==> config.mk <==
export PLATFORM = sky130hd
export DESIGN_NAME = shift_rotate_flags_unit_top
export DESIGN_NICKNAME = d
export VERILOG_FILES = /design/src/rtl/srfu_pkg.sv /design/src/rtl/shift_rotate_flags_unit_top.sv /design/src/rtl/srfu_prep.sv /design/src/rtl/srfu_shifter.sv
export SDC_FILE = /design/constraint.sdc
export NUM_CORES = 1
export LEC_CHECK = 0
export BUFFER_PORTS_ARGS = -buffer_cell sky130_fd_sc_hd__buf_2
export CAP_MARGIN = 20
export CORE_MARGIN = 2
export CORE_UTILIZATION = 50
export DETAILED_ROUTE_END_ITERATION = 12
export PLACE_DENSITY = 0.72
export SLEW_MARGIN = 30
export SYNTH_ARGS = -nofsm -noshare
export SYNTH_HDL_FRONTEND = slang
export SYNTH_SLANG_ARGS = --single-unit
==> constraint.sdc <==
create_clock -name clock -period 6 [get_ports clock]
set_clock_uncertainty 0.05 [all_clocks]
set_input_delay 0.6 -clock clock [delete_from_list [all_inputs] [get_ports clock]]
set_output_delay 0.6 -clock clock [all_outputs]
set_load 0.1 [all_outputs]
==> src/rtl/srfu_pkg.sv <==
// ----------------------------------------------------------------------------
// srfu_pkg
// Shared types, codes and size helpers for the shift/rotate flags unit.
// ----------------------------------------------------------------------------
package srfu_pkg;

   localparam int unsigned DATA_W   = 32;
   localparam int unsigned CNT_W    = 6;
   localparam int unsigned FUNNEL_W = 96;  // covers a 63-bit shift with a 33-bit tap
   localparam int unsigned WIN_W    = 40;  // left after the coarse byte shift
   localparam int unsigned TAP_W    = 33;

   localparam logic [1:0] KIND_ASH  = 2'd0;  // arithmetic shift
   localparam logic [1:0] KIND_LSH  = 2'd1;  // logical shift
   localparam logic [1:0] KIND_ROXR = 2'd2;  // rotate through extend
   localparam logic [1:0] KIND_ROT  = 2'd3;  // rotate

   localparam logic [1:0] SIZE_BYTE = 2'd0;
   localparam logic [1:0] SIZE_WORD = 2'd1;
   localparam logic [1:0] SIZE_LONG = 2'd2;

   typedef struct packed {
      logic [DATA_W-1:0] operand;
      logic [1:0]        shift_kind;
      logic              to_left;
      logic [1:0]        operand_size;
      logic [CNT_W-1:0]  shift_count;
      logic              extend_in;
   } req_type;

   typedef struct packed {
      logic [DATA_W-1:0] shifted;
      logic              extend_out;
      logic              negative;
      logic              zero;
      logic              overflow;
      logic              carry_out;
   } rsp_type;

   // sideband that rides along with each item through the pipe
   typedef struct packed {
      logic [1:0] kind;
      logic       to_left;
      logic [1:0] size;
      logic       count_nz;
      logic       asr_big;    // arithmetic right with count above width
      logic       cnt_ge_w;
      logic [4:0] cnt_lo;
      logic       ext_in;
   } ctl_type;

   function automatic logic [DATA_W-1:0] size_mask(input logic [1:0] size);
      logic [DATA_W-1:0] m;
      case (size)
         SIZE_BYTE: m = 32'h0000_00FF;
         SIZE_WORD: m = 32'h0000_FFFF;
         default:   m = 32'hFFFF_FFFF;
      endcase
      return m;
   endfunction

   function automatic logic [CNT_W-1:0] size_width(input logic [1:0] size);
      logic [CNT_W-1:0] w;
      case (size)
         SIZE_BYTE: w = 6'd8;
         SIZE_WORD: w = 6'd16;
         default:   w = 6'd32;
      endcase
      return w;
   endfunction

   function automatic logic size_msb(input logic [DATA_W-1:0] d, input logic [1:0] size);
      logic b;
      case (size)
         SIZE_BYTE: b = d[7];
         SIZE_WORD: b = d[15];
         default:   b = d[31];
      endcase
      return b;
   endfunction

   // bit reverse within the operand size, upper bits cleared
   function automatic logic [DATA_W-1:0] rev_size(input logic [DATA_W-1:0] d,
                                                 input logic [1:0] size);
      logic [DATA_W-1:0] r;
      r = '0;
      case (size)
         SIZE_BYTE: for (int i = 0; i < 8; i++)  r[i] = d[7-i];
         SIZE_WORD: for (int i = 0; i < 16; i++) r[i] = d[15-i];
         default:   for (int i = 0; i < 32; i++) r[i] = d[31-i];
      endcase
      return r;
   endfunction

endpackage

==> src/rtl/shift_rotate_flags_unit_top.sv <==
// ----------------------------------------------------------------------------
// shift_rotate_flags_unit_top
// Shift/rotate unit with condition flags: prep, coarse shift, fine shift and
// flag stages; one item may start in every cycle.
// ----------------------------------------------------------------------------
// rsp_valid strobes once an accepted item has passed the prep, coarse, fine and flag registers.
// Throughput: one item per cycle for any count, set by the four-stage pipe.
// busy is high only while reset is asserted; the receiver never stalls.
// Reset clears the stage valid bits; items in flight are dropped.
module shift_rotate_flags_unit_top (
   input  logic                clock,
   input  logic                reset,
   input  logic                start,
   output logic                busy,
   input  srfu_pkg::req_type   req_data,
   output logic                rsp_valid,
   output srfu_pkg::rsp_type   rsp_data
);
   import srfu_pkg::*;

   logic                s1_valid;
   logic [FUNNEL_W-1:0] s1_funnel;
   logic [CNT_W-1:0]    s1_amount;
   ctl_type             s1_ctl;
   logic                s3_valid;
   logic [TAP_W-1:0]    s3_tap;
   logic                s3_ovf;
   ctl_type             s3_ctl;

   logic [DATA_W-1:0]   raw;
   logic [DATA_W-1:0]   res;
   logic                neg;
   logic                shift_c;
   rsp_type             rsp_in;

   logic                rsp_valid_ff;
   rsp_type             rsp_ff;

   assign busy = reset;

   srfu_prep u_prep (
      .clock     (clock),
      .reset     (reset),
      .in_valid  (start && !busy),
      .req       (req_data),
      .s1_valid  (s1_valid),
      .s1_funnel (s1_funnel),
      .s1_amount (s1_amount),
      .s1_ctl    (s1_ctl)
   );

   srfu_shifter u_shifter (
      .clock     (clock),
      .reset     (reset),
      .s1_valid  (s1_valid),
      .s1_funnel (s1_funnel),
      .s1_amount (s1_amount),
      .s1_ctl    (s1_ctl),
      .s3_valid  (s3_valid),
      .s3_tap    (s3_tap),
      .s3_ovf    (s3_ovf),
      .s3_ctl    (s3_ctl)
   );

   always_comb begin
      // rotates tap from bit 0, shifts sit above the guard bit
      if ((s3_ctl.kind == KIND_ROT) || (s3_ctl.kind == KIND_ROXR)) begin
         raw = s3_tap[DATA_W-1:0];
      end else begin
         raw = s3_tap[DATA_W:1];
      end
      if (((s3_ctl.kind == KIND_ASH) || (s3_ctl.kind == KIND_LSH)) && s3_ctl.to_left) begin
         res = rev_size(raw, s3_ctl.size) & size_mask(s3_ctl.size);
      end else begin
         res = raw & size_mask(s3_ctl.size);
      end
      neg     = size_msb(res, s3_ctl.size);
      shift_c = s3_tap[0] && !s3_ctl.asr_big;

      rsp_in.shifted  = res;
      rsp_in.negative = neg;
      rsp_in.zero     = (res == '0);
      rsp_in.overflow = (s3_ctl.kind == KIND_ASH) && s3_ctl.to_left && s3_ovf;

      case (s3_ctl.kind)
         KIND_ROXR: begin
            // extend lands just above the operand
            case (s3_ctl.size)
               SIZE_BYTE: rsp_in.extend_out = s3_tap[8];
               SIZE_WORD: rsp_in.extend_out = s3_tap[16];
               default:   rsp_in.extend_out = s3_tap[32];
            endcase
            rsp_in.carry_out = rsp_in.extend_out;
         end
         KIND_ROT: begin
            rsp_in.extend_out = s3_ctl.ext_in;
            rsp_in.carry_out  = s3_ctl.count_nz && (s3_ctl.to_left ? res[0] : neg);
         end
         default: begin
            rsp_in.extend_out = s3_ctl.count_nz ? shift_c : s3_ctl.ext_in;
            rsp_in.carry_out  = s3_ctl.count_nz && shift_c;
         end
      endcase
   end

   always_ff @(posedge clock) begin
      if (reset) begin
         rsp_valid_ff <= 1'b0;
      end else begin
         rsp_valid_ff <= s3_valid;
      end
   end

   always_ff @(posedge clock) begin
      rsp_ff <= rsp_in;
   end

   assign rsp_valid = rsp_valid_ff;
   assign rsp_data  = rsp_ff;

   // every strobe traces back to exactly one accepted item
   a_rsp_from_req: assert property (@(posedge clock) disable iff (reset)
      rsp_valid |-> $past(start && !busy, 4))
      else $error("result strobe without a matching accepted item");

   a_req_to_rsp: assert property (@(posedge clock) disable iff (reset)
      ($past(start && !busy, 4) && !$past(reset, 1) && !$past(reset, 2)
       && !$past(reset, 3)) |-> rsp_valid)
      else $error("accepted item produced no result");

   a_ovf_only_asl: assert property (@(posedge clock) disable iff (reset)
      (s3_valid && !((s3_ctl.kind == KIND_ASH) && s3_ctl.to_left)) |=> !rsp_data.overflow)
      else $error("overflow set outside arithmetic left shift");

   a_rot_keeps_x: assert property (@(posedge clock) disable iff (reset)
      (s3_valid && (s3_ctl.kind == KIND_ROT)) |=> (rsp_data.extend_out == $past(s3_ctl.ext_in)))
      else $error("plain rotate changed the extend flag");

   a_zero_not_neg: assert property (@(posedge clock) disable iff (reset)
      rsp_valid |-> !(rsp_data.zero && rsp_data.negative))
      else $error("result flagged both zero and negative");

endmodule

==> src/rtl/srfu_prep.sv <==
// ----------------------------------------------------------------------------
// srfu_prep
// First stage: masks the operand and builds the funnel word and the right
// shift amount that turn every shift kind into one right-shift window.
// ----------------------------------------------------------------------------
module srfu_prep (
   input  logic                                  clock,
   input  logic                                  reset,
   input  logic                                  in_valid,
   input  srfu_pkg::req_type                     req,
   output logic                                  s1_valid,
   output logic [srfu_pkg::FUNNEL_W-1:0]         s1_funnel,
   output logic [srfu_pkg::CNT_W-1:0]            s1_amount,
   output srfu_pkg::ctl_type                     s1_ctl
);
   import srfu_pkg::*;

   logic [DATA_W-1:0]   mask;
   logic [DATA_W-1:0]   r;
   logic [DATA_W-1:0]   src;
   logic [DATA_W-1:0]   fill;
   logic [CNT_W-1:0]    width;
   logic [CNT_W-1:0]    count;
   logic [CNT_W-1:0]    rot_k;
   logic [CNT_W-1:0]    rox_k;
   logic                neg;
   logic                asr;
   logic                x;
   logic [FUNNEL_W-1:0] funnel_in;
   logic [CNT_W-1:0]    amount_in;
   ctl_type             ctl_in;

   logic                valid_ff;
   logic [FUNNEL_W-1:0] funnel_ff;
   logic [CNT_W-1:0]    amount_ff;
   ctl_type             ctl_ff;

   always_comb begin
      mask  = size_mask(req.operand_size);
      width = size_width(req.operand_size);
      r     = req.operand & mask;
      neg   = size_msb(r, req.operand_size);
      count = req.shift_count;
      x     = req.extend_in;
      asr   = (req.shift_kind == KIND_ASH) && !req.to_left;
      rot_k = count & (width - 6'd1);

      // count mod (width + 1) by conditional subtraction
      rox_k = count;
      case (req.operand_size)
         SIZE_BYTE: begin
            if (rox_k >= 6'd36) rox_k = rox_k - 6'd36;
            if (rox_k >= 6'd18) rox_k = rox_k - 6'd18;
            if (rox_k >= 6'd9)  rox_k = rox_k - 6'd9;
         end
         SIZE_WORD: begin
            if (rox_k >= 6'd34) rox_k = rox_k - 6'd34;
            if (rox_k >= 6'd17) rox_k = rox_k - 6'd17;
         end
         default: begin
            if (rox_k >= 6'd33) rox_k = rox_k - 6'd33;
         end
      endcase

      // left shifts run as right shifts of the reversed operand
      src  = req.to_left ? rev_size(r, req.operand_size) : r;
      fill = (asr && neg) ? ~mask : '0;

      case (req.shift_kind)
         KIND_ROT: begin
            case (req.operand_size)
               SIZE_BYTE: funnel_in = {80'b0, r[7:0], r[7:0]};
               SIZE_WORD: funnel_in = {64'b0, r[15:0], r[15:0]};
               default:   funnel_in = {32'b0, r, r};
            endcase
            amount_in = req.to_left ? ((width - rot_k) & (width - 6'd1)) : rot_k;
         end
         KIND_ROXR: begin
            case (req.operand_size)
               SIZE_BYTE: funnel_in = {78'b0, x, r[7:0], x, r[7:0]};
               SIZE_WORD: funnel_in = {62'b0, x, r[15:0], x, r[15:0]};
               default:   funnel_in = {30'b0, x, r, x, r};
            endcase
            if (req.to_left && (rox_k != '0)) begin
               amount_in = width + 6'd1 - rox_k;
            end else begin
               amount_in = req.to_left ? '0 : rox_k;
            end
         end
         default: begin
            // guard bit at the bottom catches the last bit shifted out
            funnel_in = {{63{asr && neg}}, src | fill, 1'b0};
            amount_in = count;
         end
      endcase

      ctl_in.kind     = req.shift_kind;
      ctl_in.to_left  = req.to_left;
      ctl_in.size     = req.operand_size;
      ctl_in.count_nz = (count != '0);
      ctl_in.asr_big  = asr && (count > width);
      ctl_in.cnt_ge_w = (count >= width);
      ctl_in.cnt_lo   = count[4:0];
      ctl_in.ext_in   = x;
   end

   always_ff @(posedge clock) begin
      if (reset) begin
         valid_ff <= 1'b0;
      end else begin
         valid_ff <= in_valid;
      end
   end

   always_ff @(posedge clock) begin
      funnel_ff <= funnel_in;
      amount_ff <= amount_in;
      ctl_ff    <= ctl_in;
   end

   assign s1_valid  = valid_ff;
   assign s1_funnel = funnel_ff;
   assign s1_amount = amount_ff;
   assign s1_ctl    = ctl_ff;

endmodule

==> src/rtl/srfu_shifter.sv <==
// ----------------------------------------------------------------------------
// srfu_shifter
// Two-stage right funnel shifter (coarse by bytes, then fine by bits), with
// the arithmetic-left overflow check alongside the coarse stage.
// ----------------------------------------------------------------------------
module srfu_shifter (
   input  logic                                  clock,
   input  logic                                  reset,
   input  logic                                  s1_valid,
   input  logic [srfu_pkg::FUNNEL_W-1:0]         s1_funnel,
   input  logic [srfu_pkg::CNT_W-1:0]            s1_amount,
   input  srfu_pkg::ctl_type                     s1_ctl,
   output logic                                  s3_valid,
   output logic [srfu_pkg::TAP_W-1:0]            s3_tap,
   output logic                                  s3_ovf,
   output srfu_pkg::ctl_type                     s3_ctl
);
   import srfu_pkg::*;

   logic [WIN_W-1:0]  win_in;
   logic [DATA_W-1:0] rv;
   logic [DATA_W-1:0] top_mask;
   logic [DATA_W-1:0] top_bits;
   logic              ovf_in;
   logic [TAP_W-1:0]  tap_in;

   logic              s2_valid_ff;
   logic [WIN_W-1:0]  s2_win_ff;
   logic [2:0]        s2_lo_ff;
   logic              s2_ovf_ff;
   ctl_type           s2_ctl_ff;

   logic              s3_valid_ff;
   logic [TAP_W-1:0]  s3_tap_ff;
   logic              s3_ovf_ff;
   ctl_type           s3_ctl_ff;

   always_comb begin
      win_in = s1_funnel[{s1_amount[5:3], 3'b000} +: WIN_W];

      // reversed operand of a left shift: bit 0 holds the sign. Overflow when
      // the bits that pass through the sign position are not all equal.
      rv       = s1_funnel[DATA_W:1];
      top_mask = ~(32'hFFFF_FFFE << s1_ctl.cnt_lo);
      top_bits = rv & top_mask;
      if (s1_ctl.cnt_ge_w) begin
         ovf_in = (rv != '0);
      end else begin
         ovf_in = (top_bits != '0) && (top_bits != top_mask);
      end
   end

   always_comb begin
      tap_in = s2_win_ff[s2_lo_ff +: TAP_W];
   end

   always_ff @(posedge clock) begin
      if (reset) begin
         s2_valid_ff <= 1'b0;
         s3_valid_ff <= 1'b0;
      end else begin
         s2_valid_ff <= s1_valid;
         s3_valid_ff <= s2_valid_ff;
      end
   end

   always_ff @(posedge clock) begin
      s2_win_ff <= win_in;
      s2_lo_ff  <= s1_amount[2:0];
      s2_ovf_ff <= ovf_in;
      s2_ctl_ff <= s1_ctl;
      s3_tap_ff <= tap_in;
      s3_ovf_ff <= s2_ovf_ff;
      s3_ctl_ff <= s2_ctl_ff;
   end

   assign s3_valid = s3_valid_ff;
   assign s3_tap   = s3_tap_ff;
   assign s3_ovf   = s3_ovf_ff;
   assign s3_ctl   = s3_ctl_ff;

endmodule

# After elaboration in Yosys (flattened, before gate mapping)

Index checks and enable logic that the tools add are counted.

$add $sub $neg: 10
Order comparisons: 8
Eq/ne operators: 8
Shift operators: 3
Multiplexer cells: 43
Bitwise operators: 9
Reductions and logical operators: 28

Operators with widths:

| operator                                                          | count |
|---|---|
| 2-to-1 mux 32 bit                                                 | 6 |
| one-hot mux 96 bit (2 select lines)                               | 1 |
| one-hot mux 66 bit (2 select lines)                               | 1 |
| AND 32 bit                                                        | 4 |
| one-hot mux 32 bit (2 select lines)                               | 2 |
| one-hot mux 64 bit (2 select lines)                               | 1 |
| indexed part select 96 x 7 -> 40 bit                              | 1 |
| 2-to-1 mux 6 bit                                                  | 12 |
| NOT 32 bit                                                        | 2 |
| one-hot mux 8 bit (2 select lines)                                | 4 |
| nonzero test 32 bit                                               | 2 |
| 2-to-1 mux 16 bit                                                 | 3 |
| indexed part select 40 x 4 -> 33 bit                              | 1 |
| one-hot mux 6 bit (2 select lines)                                | 3 |
| zero test 32 bit                                                  | 1 |
| inequality test 32 bit                                            | 1 |
| OR 32 bit                                                         | 1 |
| << shifter 32 x 5 -> 32 bit, first input constant                 | 1 |
| greater-or-equal comparator 6 bit, second input constant          | 3 |
| subtractor 6 bit, second input constant                           | 3 |
| 2-to-1 mux 8 bit                                                  | 2 |
| AND 6 bit                                                         | 2 |
| greater-or-equal comparator 6 x 5 -> 1 bit, second input constant | 2 |
| logical AND 1 bit                                                 | 12 |
| other kinds (17)                                                  | 38 |

Bits in registers: 251
Input port bits: 47
Output and inout bits: 39
Word-level logic and storage cells: 146

# Longest topological paths before layout

Gate-level depths: netlist of run 1.

Word-level depth: 13
Mapped depth: 25
Mapped depth without buffers: 24

# Hierarchy

Synthesis of run 1 repeated with hierarchy kept, for this count alone.

Cell total of the unflattened synthesis: 1,552
Area, all modules: 14,000.9 um^2

Modules (own cells, without submodules):

| module                      | instances | cells each | area each (um^2) | sequential area each (um^2) |
|---|---|---|---|---|
| srfu_shifter                | 1         | 612        | 6,216.0          | 2,162.1 |
| srfu_prep                   | 1         | 724        | 5,766.8          | 1,761.7 |
| shift_rotate_flags_unit_top | 1         | 216        | 2,018.2          | 760.7 |

# Least setup slack after synthesis of run 1

Ideal clock, no wire load.

Path kind: input -> register
From: input port req_data[3] in the netlist's numbering
To: register u_prep.amount_ff[5], in the netlist u_prep.s1_amount[5]
Library setup time: 0.130 ns
Data arrival time: 5.169 ns
Data required time: 5.820 ns
Slack: 0.651 ns
Stages: 25
Buffers on the path: 1
Path through: buf_2 > inv_1 > ha_1 > nor2b_2 > a21oi_2 > xnor2_1 > inv_1 > ha_1 > nand2b_1 > nand3_1 > o211a_1 > nor2_1 > xnor2_1 > ha_1 > nor2b_1 > a2111oi_1 > nor3b_2 > or3_1 > a32o_2 > ha_1 > a21o_1 > a21oi_1 > xnor2_1 > o32a_1 > o22ai_1

Longest elaborated chain between the ends: 13
Elaborated cells between the ends (all ways): 32
Those cells by class: 8 x add/sub; 6 x order compare; 14 x mux; 2 x bitwise; 2 x reduce/logical

RTL lines:

| what                                                                      | line                              | text |
|---|---|---|
| start, declared                                                           | shift_rotate_flags_unit_top.sv:15 | `input srfu_pkg::req_type req_data,` |
| parallel branches: the longest is 12 deep, another holds subtractor 6 bit | --                                |  |
| one-hot mux 6 bit (2 select lines) *                                      | srfu_prep.sv:69                   | `case (req.shift_kind)` |
| named net u_prep.amount_in[5]                                             | srfu_prep.sv:30                   | `logic [CNT_W-1:0] amount_in;` |
| end signal, assigned                                                      | srfu_prep.sv:117                  | `amount_ff <= amount_in;` |
| end, declared                                                             | srfu_prep.sv:35                   | `logic [CNT_W-1:0] amount_ff;` |

Mark *: on every way through the listed nets, which the timed path passes. The select of a mux whose other input is x is not followed.
A chain may end at the register's enable or synchronous reset.

# Worst setup path in the final report of run 1

Same ends and word-level chain as after synthesis.

==> results.md, run 1 <==
- Status: finished clean
- Net load switching power: 1.871 mW
- Fmax: 202.7 MHz
- Leak: 5.960 nW
- EDFF count, synth: 0
- Worst Path Required: 6.33 ns
- Die X: 166.2 um
- DIE AREA: 0.02762 sq mm
- Yosys reg bits: 222
- Reg power frac: 0.386
- Clk pwr share: 0.300
- Syn. warnings: 0
- Total Wirelength: 39190 um
- GR Overflow Total: 0
- DP Wirelength: 28380 um
- Slew Limit Fails: 0
- # setup viols final: 0
- Routed WL per cell: 20.42 um
- Largest net degree at the start of global routing: 78
- Register area share after synthesis: 0.3379
- Routed vias: 11940
- Footprint of the multi-input gates: 0.008073 sq mm
- Async set or reset register ratio after synthesis: 0
- Hold Crit Class: in2reg
- Non-Filler Instances: 1919
- Clock slew at reported path FFs: 0.06 ns
- Number of nets in the layout: 1636
- Rel. slew slack: 0.4277
- Max cap viols: 0
- Setup TNS: 0 ns
- Worst skew pair latency: 0.52 ns
- Most frequent cells in the layout: 217 x dfxtp_1, 169 x nand2_1, 148 x o21ai_0
- Kind of critical path: in2reg
- H-tree depth: 1
- Drt first pass iters: 7
- CTS max path bufs: 3
- Total Power: 5.099 mW
- Antenna violations before repair: 1
- Design Area, Final: 0.01469 sq mm
- Synthesis-to-layout area growth: 11.70%
- Vias in the first global route: 11160
- IO Count: 86
- Worst Setup End Kind: register
- Final GP Congestion: 0.9326
- First-pass GRT wire length: 62290 um
- Internal power: 3.228 mW
- Layout cells sized above 1: 0.1995
- CTS tree: built
- R2R depth: 9
- Starting DRT DRC Count: 1271
- Ys flop type: dfxtp_1
- Dpl cells: 1875
- Sw Share: 0.3669
- Critical path fanouts, max: 11
- Synthesized area per cell: 8.596 sq um
- Number of gates resized after cts: 0
- Die Ht: 166.2 um
- Synthesized Nets: 1600
- Final Hold Vio Count: 0
- Hold Path Depth: 2
- Routed vias/inst: 6.224
- Critical Path AT: 5.26 ns
- CTS buffer count: 24
- Pwr Density: 347.1 mW/mm^2
- # hold bufs at CTS: 0
- Post-Syn Instances: 1530
- Cell Area, Synth: 0.01315 sq mm
- Measured slew at the worst slew-check pin: 0.8585 ns
- Total track usage: 0.2773
- Number of port buffers: 85
- Comb pwr share: 0.314
- Fin crit period: 4.933 ns
- Critical path launch point type: primary input
- Initial Util: 0.5076
- Core ar.: 0.02591 sq mm
- Final Cycle Share: 0.8221
- Clk sink count: 222
- Fillers: 2313
- Placed Instance Area: 0.01385 sq mm
- Drt drc: 0
- Post-CTS Setup Inserts: 0
- Clock root cell: clkbuf_16
- Synth cell types: 89
- Antenna viol nets, final: 0
- Row count: 59
- RSZ-0062 raised after global routing: no
- Most common cell after layout, fill and taps aside: dfxtp_1
- Diode count: 0
- VDD IR-drop max: 0.0003514 V
- Register Area: 0.004453 sq mm
-- through the flow --
stage | worst slack [ns] | hold WS, ns | util
2_1_floorplan | 0.6513 | 0.2596 | -
3_3_place_gp | 0.6520 | 0.2602 | 0.5345
3_5_place_dp | 0.5891 | 0.2621 | 0.5345
4_1_cts | 1.098 | 0.2158 | 0.5669
5_1_grt | 0.7192 | 0.2407 | 0.5670
6_report | 1.067 | 0.2342 | 0.5670
-- logic make-up (layout without fill, tap and decap cells) --
logic type	count (synthesis)	count (layout)	share of synthesized area
simple gates	430	430	0.1479
xor+xnor	12	12	0.007992
compound gates	472	472	0.2297
flops	222	222	0.3379
buf+inv	163	217	0.04843
fa+ha+maj	24	24	0.02264
mux	207	207	0.2054
-- layer usage --
layer,vias up,global-route usage,wire length (um)
li1,5704,-,-
met1,5619,0.3911,16860
met2,546,0.4413,17820
met3,74,0.04838,3537
met4,0,0.07221,973
met5,-,0,0
-- critical path, cell delays in order --
cell	delay (ns)
buf_2	0.20
inv_1	0.08
ha_1	0.22
nor2b_2	0.19
a21oi_2	0.17
xnor2_1	0.17
inv_1	0.09
ha_1	0.19
nand2b_1	0.09
nand3_1	0.11
o211a_1	0.26
nor2_1	0.12
xnor2_1	0.19
ha_1	0.23
nor2b_1	0.19
a2111oi_1	0.10
buf_4	0.18
nor3b_2	0.24
or4b_1	0.47
a32o_2	0.29
ha_1	0.21
a21o_1	0.18
a21oi_1	0.17
xnor2_1	0.13
o32a_1	0.15
o22ai_1	0.06
-- cells in the mapped netlist, types with 18 or more instances --
master    count  share of area
mux4_2       43          0.074
nand3_1      29          0.011
mux2_2       73          0.063
buf_1        18         0.0051
ha_1         23          0.022
a21oi_1     116          0.044
o211ai_1     32          0.018
nor2_1      126          0.036
mux2i_1      91          0.069
dfxtp_1     222           0.34
clkbuf_1     89          0.025
a31oi_1      18         0.0086
inv_1        41          0.012
nor3_1       27          0.010
nand2_1     169          0.048
a21boi_0     22          0.013
o21ai_0     148          0.056
-- power by group through the flow --
stage	combinational (mW)	sequential, mW	clock (mW)
6_report	1.60	1.97	1.53
5_1_grt	1.73	1.98	1.62
3_3_place_gp	1.57	1.99	0
4_1_cts	1.59	1.96	1.56
2_1_floorplan	0.904	2.24	0
3_5_place_dp	1.58	1.99	0
-- sequential cells by signal (all words and copies together) (netlist names), 6 cells and up --
register and cells:
u_prep.s1_funnel 67, u_shifter.s3_tap 33, u_prep.s1_ctl 14, u_shifter.s3_ctl 8
u_prep.s1_amount 6, rsp_data 37, u_shifter.s2_ctl_ff 8, u_shifter.s2_win_ff 40
-- layout make-up --
class | count | share of cell area
multi-input cells | 1145 | 0.5495
flip-flops and latches | 222 | 0.3031
repair buffers | 125 | 0.04940
clock buffers | 31 | 0.04684
well taps | 335 | 0.02853
inverters | 48 | 0.01226
clock inverters | 13 | 0.01031
-- final timing paths --
kind / end / slack [ns] / from
worst min register to register: u_shifter.s3_ctl[9] / 0.28 / u_shifter.s2_ctl_ff[9]
worst min-delay path: rsp_valid / 0.23 / reset
worst max-delay path: u_prep.s1_amount[5] / 1.07 / req_data[3]
worst max register to register: rsp_data[2] / 2.97 / u_shifter.s3_ctl[13]
Power figures use the tool's default switching activity.
==> inputs of run 2 (changes only) <==
==> constraint.sdc (replaced) <==
create_clock -name clock -period 4.6 [get_ports clock]
set_clock_uncertainty 0.05 [all_clocks]
set_input_delay 0.46 -clock clock [delete_from_list [all_inputs] [get_ports clock]]
set_output_delay 0.46 -clock clock [all_outputs]
set_load 0.1 [all_outputs]
==> run 2 against run 1 <==
Effect of this change: clock power up 32%; via count increased by 2.1%; critical path depth fell by 1; highest routed layer unchanged.
==> results.md, run 2 (synthesized netlist as in run 1, its figures left out) <==
- Diode count: 0 (unchanged)
- Routed WL per cell: 20.34 um (-0.38%)
- Worst skew pair latency: 0.51 ns (about the same)
- Setup crit start: req_data[3]
- Largest register FFs: 67 (unchanged)
- Antenna viol nets, final: 0 (unchanged)
- Die X: 166.2 um (unchanged)
- CP max stage delay: 0.45 ns (-0.02 ns)
- Final GP Congestion: 0.9428 (+1.1%)
- Number of nets in the layout: 1650 (+0.86%)
- Worst r2r src: u_prep.s1_ctl[3]
- Number of port buffers: 85 (unchanged)
- Fmax: 232.5 MHz
- Total Wirelength: 39300 um (+0.29%)
- First-pass GRT wire length: 62240 um (about the same)
- CTS max path bufs: 3 (unchanged)
- CTS buffer count: 24 (unchanged)
- IO Count: 86 (unchanged)
- H-tree depth: 1 (unchanged)
- Design Area, Final: 0.01498 sq mm (+2.0%)
- Max cap viols: 0 (unchanged)
- Pwr Density: 447.5 mW/mm^2 (+29%)
- Routed vias/inst: 6.314 (+1.4%)
- Final Hold Vio Count: 0 (unchanged)
- DIE AREA: 0.02762 sq mm (unchanged)
- Non-Filler Instances: 1932 (+0.68%)
- Total Power: 6.705 mW (+32%)
- Drt drc: 0 (unchanged)
- Post-CTS Setup Inserts: 0 (unchanged)
- Kind of critical path: in2reg
- Vias in the first global route: 11200 (+0.35%)
- Clock slew at reported path FFs: 0.06 ns (about the same)
- Rel. slew slack: 0.4241 (-0.003590)
- Fin crit period: 4.301 ns
- HP Start: start
- Worst Path Required: 4.92 ns (-1.41 ns)
- Number of gates resized after cts: 0 (unchanged)
- Routed vias: 12200 (+2.1%)
- DP Wirelength: 28560 um (+0.66%)
- VDD IR-drop max: 0.0005936 V (+69%)
- Clock root cell: clkbuf_16
- Total track usage: 0.2761 (-0.001197)
- Fillers: 2279 (-1.5%)
- Slew Limit Fails: 0 (unchanged)
- Measured slew at the worst slew-check pin: 0.8639 ns (+0.005384 ns)
- Critical path launch point type: primary input
- Hold Crit Class: in2reg
- Status: finished clean
- Register Area: 0.004453 sq mm (unchanged)
- Dpl cells: 1889 (+0.75%)
- Footprint of the multi-input gates: 0.008235 sq mm (+2.0%)
- Placed Instance Area: 0.01414 sq mm (+2.1%)
- # hold bufs at CTS: 0 (unchanged)
- Largest net degree at the start of global routing: 76 (-2.6%)
- Core ar.: 0.02591 sq mm (unchanged)
- Setup TNS: 0 ns (unchanged)
- # setup viols final: 0 (unchanged)
- Met2 wire len: 17620 um (-1.1%)
- Synthesis-to-layout area growth: 13.93%
- Drt first pass iters: 5 (-2)
- Critical path fanouts, max: 4 (-7)
- Slowest cell on the critical path: or4b_1
- Most frequent cells in the layout: 217 x dfxtp_1, 168 x nand2_1, 148 x o21ai_0
- RSZ-0062 raised after global routing: no
- M1 wire length: 16720 um (-0.81%)
- CTS tree: built
- Row count: 59 (unchanged)
- Initial Util: 0.5076 (unchanged)
- DR top layer: met4
- Most common cell after layout, fill and taps aside: dfxtp_1
- Hold WS: 0.1128 ns (-0.1214 ns)
- GR Overflow Total: 0 (unchanged)
- Antenna violations before repair: 0 (-1)
- Met3 wire length: 3696 um (+4.5%)
- Clk sink count: 222 (unchanged)
- Layout cells sized above 1: 0.2179 (+0.01841)
- Critical Path AT: 4.62 ns (-0.64 ns)
- Leak: 6.044 nW (+1.4%)
- Worst Setup End Kind: register
- Die Ht: 166.2 um (unchanged)
- Final Cycle Share: 0.9351
- Starting DRT DRC Count: 1408 (+11%)
run 2: changes by cell type in the layout (fill, tap and decap cells not counted), sizes merged:
cell / before / now
buf: 125 / 139
inv: 45 / 42
clkbuf: 31 / 33
clkinv: 10 / 8
bufinv: 3 / 4
clkinvlp: 3 / 4
run 2: routing by layer:
| metal | vias up | global-route usage |
|---|---|---|
| li1 | 5732 | - |
| met1 | 5726 | 0.3846 |
| met2 | 656 | 0.4413 |
| met3 | 84 | 0.04528 |
| met4 | 0 | 0.08469 |
| met5 | - | 0 |
run 2: area by class of cell:
type / count / area share
Inverter: 48 / 0.01344
Tap cell: 335 / 0.02797
Multi-Input combinational cell: 1145 / 0.5496
Clock buffer: 33 / 0.04576
Clock inverter: 10 / 0.01052
Sequential cell: 222 / 0.2972
Timing Repair Buffer: 139 / 0.05545
run 2: where the power goes:
group	internal, mW	leakage [nW]	total (mW)	switching, mW
Clock	1.27	0.404	2.02	0.753
Combinational	0.762	3.79	2.09	1.32
Sequential	2.24	1.85	2.60	0.359
Total	4.27	6.04	6.71	2.44
run 2: critical path: cells and delay by family:
family	cells	cell delay, ns
compound gates	8	1.35
simple gates	7	1.33
fa+ha+maj	4	0.74
xor+xnor	3	0.44
buf+inv	3	0.30
run 2: final timing paths:
kind                         endpoint  cells past startpoint  slack (ns)
setup reg to reg  u_shifter.s2_ovf_ff                     11        1.70
hold reg to reg   u_shifter.s3_ctl[9]                      0        0.27
setup / recovery  u_prep.s1_amount[5]                     25        0.30
hold / removal        u_prep.s1_valid                      2        0.11
run 2: per-stage QoR:
stage	setup WS, ns	utilization
6_report	0.2988	0.5783
5_1_grt	0.08199	0.5783
4_1_cts	0.3144	0.5782
3_5_place_dp	-0.2026	0.5456
3_3_place_gp	-0.08460	0.5456
2_1_floorplan	-0.06755	-
